**config.mk**
```make
export PLATFORM = sky130hd
export DESIGN_NAME = modular_exponentiation
export DESIGN_NICKNAME = d
export VERILOG_FILES = /design/src/hdl/mexp_pkg.sv /design/src/hdl/modular_exponentiation.sv /design/src/hdl/mexp_ctrl.sv /design/src/hdl/mexp_dp.sv
export SDC_FILE = /design/constraint.sdc
export NUM_CORES = 1
export LEC_CHECK = 0
export BUFFER_PORTS_ARGS = -buffer_cell sky130_fd_sc_hd__buf_2
export CAP_MARGIN = 25
export CELL_PAD_IN_SITES_DETAIL_PLACEMENT = 0
export CELL_PAD_IN_SITES_GLOBAL_PLACEMENT = 2
export CORE_UTILIZATION = 43
export DETAILED_ROUTE_END_ITERATION = 8
export HOLD_SLACK_MARGIN = 0.06
export PLACE_DENSITY_LB_ADDON = 0.1
export RECOVER_POWER = 25
export SETUP_SLACK_MARGIN = 0.3
export SYNTH_ARGS = -nofsm -noshare
export SYNTH_HDL_FRONTEND = slang
export SYNTH_SLANG_ARGS = --single-unit
```
**constraint.sdc**
```tcl
create_clock -name i_clk -period 16.3 [get_ports i_clk]
set_input_delay 0.815 -clock i_clk [delete_from_list [all_inputs] [get_ports i_clk]]
set_output_delay 0.815 -clock i_clk [all_outputs]
set_load 0.02 [all_outputs]
```
**src/hdl/mexp_pkg.sv**
```systemverilog
// shared constants and controller/datapath interface types for modular exponentiation
package mexp_pkg;

    localparam int OPERAND_WIDTH = 32;
    localparam int EXP_W         = 63;
    localparam int BASE_W        = 32;
    localparam int MOD_W         = 32;
    localparam int OUT_W         = 32;
    localparam int CNT_W         = $clog2(OPERAND_WIDTH);

    typedef struct packed {
        logic load;       // capture a new operand beat
        logic red_start;  // begin reducing the base by the modulus
        logic step;       // advance both multiplier lanes by one bit
        logic reduce;     // lanes run the base reduction pass
        logic finish;     // latch the final result
    } t_mexp_cmd;

    typedef struct packed {
        logic exp_zero;       // captured exponent was zero
        logic mod_zero;       // captured modulus was zero
        logic cnt_last;       // lane bit counter on its last step
        logic exp_rest_zero;  // no set exponent bit above the current one
    } t_mexp_sts;

endpackage

```
**src/hdl/modular_exponentiation.sv**
```systemverilog
// top level of the modular exponentiation block
// Computes base ** exponent mod modulus by right-to-left square-and-multiply. One result
// beat follows each input beat. The base is first reduced by the modulus in one pass;
// then one pass runs for each exponent bit up to the highest set one, in which the square
// and the conditional multiply run side by side on two bit-serial interleaved modular
// multiplier lanes, one multiplier bit per cycle. A zero exponent returns 1, and a zero
// modulus with nonzero exponent returns 0. A new beat is taken once the previous item has
// left the loop, even while its result still waits downstream.
module modular_exponentiation
    import mexp_pkg::*;
(
    input  logic         i_clk,
    input  logic         i_rst_n,
    input  logic         s_axis_tvalid,
    output logic         s_axis_tready,
    input  logic [127:0] s_axis_tdata,   // base[31:0], exponent[94:32], modulus[126:95], pad
    output logic         m_axis_tvalid,
    input  logic         m_axis_tready,
    output logic [31:0]  m_axis_tdata    // power_mod[31:0]
);

    t_mexp_cmd cmd;
    t_mexp_sts sts;

    mexp_ctrl u_ctrl (
        .i_clk     (i_clk),
        .i_rst_n   (i_rst_n),
        .i_s_valid (s_axis_tvalid),
        .o_s_ready (s_axis_tready),
        .o_m_valid (m_axis_tvalid),
        .i_m_ready (m_axis_tready),
        .o_cmd     (cmd),
        .i_sts     (sts)
    );

    mexp_dp u_dp (
        .i_clk       (i_clk),
        .i_rst_n     (i_rst_n),
        .i_cmd       (cmd),
        .i_base      (s_axis_tdata[31:0]),
        .i_exponent  (s_axis_tdata[94:32]),
        .i_modulus   (s_axis_tdata[126:95]),
        .o_sts       (sts),
        .o_power_mod (m_axis_tdata)
    );

endmodule

```
**src/hdl/mexp_ctrl.sv**
```systemverilog
// sequencer for square-and-multiply: stream handshakes and datapath commands
module mexp_ctrl
    import mexp_pkg::*;
(
    input  logic      i_clk,
    input  logic      i_rst_n,
    input  logic      i_s_valid,
    output logic      o_s_ready,
    output logic      o_m_valid,
    input  logic      i_m_ready,
    output t_mexp_cmd o_cmd,
    input  t_mexp_sts i_sts
);

    localparam logic [2:0] ST_IDLE = 3'd0;
    localparam logic [2:0] ST_CHK  = 3'd1;
    localparam logic [2:0] ST_RED  = 3'd2;
    localparam logic [2:0] ST_BIT  = 3'd3;
    localparam logic [2:0] ST_DONE = 3'd4;

    logic [2:0] r_state, n_state;
    logic       r_mvalid, n_mvalid;
    logic       out_free;

    assign out_free  = !r_mvalid || i_m_ready;
    assign o_s_ready = (r_state == ST_IDLE);
    assign o_m_valid = r_mvalid;

    always_comb begin
        n_state = r_state;
        o_cmd   = '0;
        unique case (r_state)
            ST_IDLE: begin
                if (i_s_valid) begin
                    o_cmd.load = 1'b1;
                    n_state    = ST_CHK;
                end
            end
            ST_CHK: begin
                if (i_sts.exp_zero || i_sts.mod_zero) begin
                    n_state = ST_DONE;
                end else begin
                    o_cmd.red_start = 1'b1;
                    n_state         = ST_RED;
                end
            end
            ST_RED: begin
                o_cmd.step   = 1'b1;
                o_cmd.reduce = 1'b1;
                if (i_sts.cnt_last) begin
                    n_state = ST_BIT;
                end
            end
            ST_BIT: begin
                o_cmd.step = 1'b1;
                if (i_sts.cnt_last && i_sts.exp_rest_zero) begin
                    n_state = ST_DONE;
                end
            end
            ST_DONE: begin
                if (out_free) begin
                    o_cmd.finish = 1'b1;
                    n_state      = ST_IDLE;
                end
            end
            default: begin
                n_state = ST_IDLE;
            end
        endcase
    end

    always_comb begin
        if (o_cmd.finish) begin
            n_mvalid = 1'b1;
        end else if (i_m_ready) begin
            n_mvalid = 1'b0;
        end else begin
            n_mvalid = r_mvalid;
        end
    end

    always_ff @(posedge i_clk) begin
        if (!i_rst_n) begin
            r_state  <= ST_IDLE;
            r_mvalid <= 1'b0;
        end else begin
            r_state  <= n_state;
            r_mvalid <= n_mvalid;
        end
    end

    // the main loop only runs for a nonzero exponent and modulus
    a_loop_operands: assert property (@(posedge i_clk) disable iff (!i_rst_n)
        (r_state == ST_RED || r_state == ST_BIT) |-> (!i_sts.exp_zero && !i_sts.mod_zero))
        else $error("loop entered with trivial operands");

    a_finish_shows: assert property (@(posedge i_clk) disable iff (!i_rst_n)
        o_cmd.finish |=> (r_mvalid && r_state == ST_IDLE))
        else $error("finished result not presented");

    a_no_overwrite: assert property (@(posedge i_clk) disable iff (!i_rst_n)
        (r_mvalid && !i_m_ready) |-> !o_cmd.finish)
        else $error("pending result overwritten");

endmodule

```
**src/hdl/mexp_dp.sv**
```systemverilog
// operand registers and two bit-serial modular multiplier lanes sharing one multiplicand
module mexp_dp
    import mexp_pkg::*;
(
    input  logic                     i_clk,
    input  logic                     i_rst_n,
    input  t_mexp_cmd                i_cmd,
    input  logic [BASE_W-1:0]        i_base,
    input  logic [EXP_W-1:0]         i_exponent,
    input  logic [MOD_W-1:0]         i_modulus,
    output t_mexp_sts                o_sts,
    output logic [OUT_W-1:0]         o_power_mod
);

    localparam int OPW = OPERAND_WIDTH;

    logic [OPW-1:0]   r_mod;
    logic [EXP_W-1:0] r_exp;
    logic             r_exp_zero;
    logic             r_mod_zero;
    logic [OPW-1:0]   r_base;
    logic [OPW-1:0]   r_sq;
    logic [OPW-1:0]   r_acc;
    logic [OPW-1:0]   r_ps;   // square lane partial result
    logic [OPW-1:0]   r_pm;   // multiply lane partial result
    logic [OPW-1:0]   r_bs;   // square lane multiplier bits, msb first
    logic [OPW-1:0]   r_bm;   // multiply lane multiplier bits, msb first
    logic [CNT_W-1:0] r_cnt;
    logic [OPW-1:0]   r_res;

    logic [OPW-1:0]   mcand;
    logic [OPW-1:0]   ps_n;
    logic [OPW-1:0]   pm_n;
    logic [OPW-1:0]   acc_n;

    // one step of interleaved multiply: r = (2r + bit*a) mod m, with r < m and a <= m
    function automatic logic [OPW-1:0] lane_step(
        input logic [OPW-1:0] r,
        input logic [OPW-1:0] a,
        input logic [OPW-1:0] m,
        input logic           b
    );
        logic [OPW:0] t;
        logic [OPW:0] u;
        t = {r, 1'b0};
        if (t >= {1'b0, m}) begin
            t = t - {1'b0, m};
        end
        u = t + (b ? {1'b0, a} : '0);
        if (u >= {1'b0, m}) begin
            u = u - {1'b0, m};
        end
        return u[OPW-1:0];
    endfunction

    // the reduction pass multiplies the base by one
    assign mcand = i_cmd.reduce ? OPW'(1) : r_sq;
    assign ps_n  = lane_step(r_ps, mcand, r_mod, r_bs[OPW-1]);
    assign pm_n  = lane_step(r_pm, mcand, r_mod, r_bm[OPW-1]);
    assign acc_n = (!i_cmd.reduce && r_exp[0]) ? pm_n : r_acc;

    always_ff @(posedge i_clk) begin
        if (i_cmd.load) begin
            r_base     <= i_base[OPW-1:0];
            r_mod      <= i_modulus[OPW-1:0];
            r_exp      <= i_exponent;
            r_exp_zero <= (i_exponent == '0);
            r_mod_zero <= (i_modulus[OPW-1:0] == '0);
            r_acc      <= OPW'(1);
        end else if (i_cmd.red_start) begin
            r_bs  <= r_base;
            r_ps  <= '0;
            r_pm  <= '0;
            r_cnt <= CNT_W'(OPW - 1);
        end else if (i_cmd.step) begin
            if (r_cnt == '0) begin
                // end of a pass: commit and reload both lanes for the next exponent bit
                r_sq  <= ps_n;
                r_acc <= acc_n;
                r_bs  <= ps_n;
                r_bm  <= acc_n;
                r_ps  <= '0;
                r_pm  <= '0;
                r_cnt <= CNT_W'(OPW - 1);
                if (!i_cmd.reduce) begin
                    r_exp <= r_exp >> 1;
                end
            end else begin
                r_ps  <= ps_n;
                r_pm  <= pm_n;
                r_bs  <= r_bs << 1;
                r_bm  <= r_bm << 1;
                r_cnt <= r_cnt - CNT_W'(1);
            end
        end

        if (i_cmd.finish) begin
            if (r_exp_zero) begin
                r_res <= OPW'(1);
            end else if (r_mod_zero) begin
                r_res <= '0;
            end else begin
                r_res <= r_acc;
            end
        end
    end

    assign o_sts.exp_zero      = r_exp_zero;
    assign o_sts.mod_zero      = r_mod_zero;
    assign o_sts.cnt_last      = (r_cnt == '0);
    assign o_sts.exp_rest_zero = (r_exp[EXP_W-1:1] == '0);
    assign o_power_mod         = OUT_W'(r_res);

    a_sq_lane_reduced: assert property (@(posedge i_clk) disable iff (!i_rst_n)
        (i_cmd.step && !r_mod_zero) |-> (r_ps < r_mod))
        else $error("square lane partial not reduced");

    a_main_reduced: assert property (@(posedge i_clk) disable iff (!i_rst_n)
        (i_cmd.step && !i_cmd.reduce && !r_mod_zero) |->
            (r_sq < r_mod && r_pm < r_mod))
        else $error("running square or product not reduced");

endmodule
```
==> results.yml <==
final_layout:
  area_delta_synth_final_pct: 12.56
  final_nets: 3135
  drive_gt1_share_pct: 9.366
  nFillCells: 5520
  stdcell_area_sq_um: 28180
floorplanning:
  start_util_pct: 43.48
  die_w_um: 243.3
  rows: 88
  die_area_sq_um: 59190
  die_h_um: 243.3
  ios: 166
  coreArea_sq_um: 57590
place:
  dpl_cell_area_sq_um: 26680
  place_congestion: 0.9225
  place_hpwl_um: 58700
  dp_slack_ps: 5739
  portBuffers: 164
clock_network:
  cts_tree: "yes"
  numCtsBuffers: 44
  postCtsSetupBuffers: 0
  cts_root_buffer: "clkbuf_16"
  clock_path_buffers: 3
  htreeDepth: 2
  cts.clk_slew.worst_paths_ps: 60
  cts_hold_buf: 0
  cts_resized: 0
  clock-sinks: 362
  insertion_delay_ps: 590
sta:
  skew_ps: 18.01
  max-slew-margin-rel_pct: -31.04
  hold_viol: 0
  min_period_ps: 10790
  setup_viol: 0
  rsz0062_at_grt: "no"
  max_freq_ghz: 0.09264
  tightest_slew_ps: 1966
  worst_slack_ps: 5505
  drv_slew: 67
  finalCritPeriodShare_pct: 66.23
  finalSetupTns_ps: 0
grt:
  grt_pass1_vias: 19740
  track_usage_pct: 25.83
  grt_pass1_wl_um: 116800
  overflow: 0
  grt_max_degree: 94
  antenna_found_initial: 1
route:
  vias: 20640
  drc: 0
  routed_wl_um: 77760
  routedWlPerCell_um: 21.56
  routed_via_density: 5.724
  first_pass_iters: 7
  detail-route-antenna-nets: 0
  drtIter0Drc: 1475
setup_path:
  cp-start-kind: "flip-flop"
  max_stage_delay_ps: 820
  path_class: "flip-flop to flip-flop"
  crit_fanout: 38
  cp_slowest_cell: "and3_2"
  crit_required_ps: 16610
  end_kind: "flip-flop"
  worstPathArrival_ps: 11100
logic_synthesis:
  ys_ff_latch: 362
  synth_top_area_share_pct: 39.10
  ys_seq_area_share_pct: 41.98
  syn-instance-count: 2657
  ys.flop_type: "edfxtp_1"
  synth_cell_types: 75
  synth_area_leaders: "edfxtp_1, ha_1, nand2_1, o21ai_0, a21oi_1"
  synthArstFlopShare_pct: 0
  synthesis.area_sq_um: 25040
  syn_avg_cell_area_sq_um: 9.422
  yosysWarnings: 0
  synth_nets: 2988
  synth_edf_count: 326
  yosysTopAreaCell: "edfxtp_1"
status:
  status: "finished with violations"
  violations: "capacitance limit, slew limit"
min_path:
  holdCritPathClass: "input port to flip-flop"
run:
  cap_violations: 2
-- registers in the layout (all words and copies together) (netlist names), 3 cells and up --
| register | count |
|---|---|
| u_dp.r_exp | 63 |
| u_dp.o_power_mod | 32 |
| u_dp.r_acc | 32 |
| u_dp.r_base | 32 |
| u_dp.r_bm | 32 |
| u_dp.r_bs | 32 |
| u_dp.r_mod | 32 |
| u_dp.r_pm | 32 |
| u_dp.r_ps | 32 |
| u_dp.r_sq | 32 |
| u_dp.r_cnt | 5 |
| u_ctrl.r_state | 3 |
-- metal layers --
layer  wire length (um)  global-route usage [%]
met1              35630                   35.87
met2              35580                   41.48
met3               4273                   3.855
met4               2275                   7.677
met5                  0                       0
-- cell usage after synthesis (all sizes together), types with 6 or more instances --
library cell,n
a2111oi,8
a21boi,6
and4,7
or2,6
buf,9
edfxtp,326
o311ai,6
a211oi,33
o211ai,15
and2,112
mux2,27
inv,121
a21oi,203
o21a,21
nor3,31
or3,7
nand4,36
o21ai,216
fa,6
and3,18
nand2b,16
o21bai,30
clkbuf,82
nand3,62
nor4,45
nor2,177
a22oi,54
nor2b,20
dfxtp,36
a31oi,15
nand2,338
o31a,8
mux2i,42
a21o,85
xor2,56
ha,193
xnor2,108
-- path summary, 6_finish.rpt --
path                    start         endpoint  slack, ps  cells after the start
max            u_dp.r_mod[14]     u_dp.r_bm[2]       5510                     28
min reg2reg     u_dp.r_acc[2]    u_dp.r_acc[2]        480                      2
max reg2reg    u_dp.r_mod[14]     u_dp.r_bm[2]       5510                     28
min          s_axis_tdata[10]  u_dp.r_base[10]        400                      1
-- per-stage QoR --
stage,util [%],std cells,hold slack (ps)
after CTS,48.99,3603,376.5
final,48.94,3606,399.3
after floorplan,-,2657,449.2
after detailed placement,46.34,3521,478.0
after global placement,46.34,3521,464.0
after global routing,48.93,3605,374.6
-- layout make-up --
class | instances | area (sq um) | share of cell area, %
multi-input cells | 2083 | 13740 | 48.77
flip-flops and latches | 362 | 10510 | 37.30
clock buffers | 56 | 1209 | 4.289
repair buffers | 192 | 979.7 | 3.477
well taps | 765 | 957.2 | 3.397
inverters | 121 | 456.7 | 1.621
clock inverters | 26 | 320.3 | 1.137
diodes | 1 | 2.502 | 0.008880
-- cell families (layout without fill, tap and decap cells) --
group                      after synthesis  in the layout  synth area share (%)
xor gates and xnor gates               164            164                 5.737
muxes                                   69             69                 2.894
DFF                                    362            362                 41.98
adders and majority gates              199            199                 10.13
AOI/OAI and AO/OA                      761            761                 19.11
other                                    0              1                     0
buffers and inverters                  212            395                 3.313
and+or+nand+nor                        890            890                 16.84
-- layout by cell type, fill, tap and decap left out, types with 42 or more instances in the layout --
cell type  synthesis  routed
nand2_1          338     335
nor2_1           177     175
a21oi_1          201     200
mux2i_1           42      42
xnor2_1          108     108
buf_2              3     119
clkbuf_16          0      46
edfxtp_1         326     326
xor2_1            56      56
o21ai_0          208     208
nor4_1            45      45
inv_1            120     120
a21o_1            85      85
nand3_1           62      62
and2_1           112      95
a22oi_1           54      54
clkbuf_1          82      56
ha_1             193     193
-- critical path: cells and delay by family (launching register included) --
family / cells / cell delay (ps)
fa+ha+maj: 3 / 1210
xor+xnor: 1 / 270
mux: 2 / 1000
buf+inv: 2 / 680
simple gates: 6 / 2240
flops: 1 / 390
compound gates: 14 / 4660
Power is not shown: default switching activity piles up to over one toggle a cycle in this logic, so the estimate is an artifact.
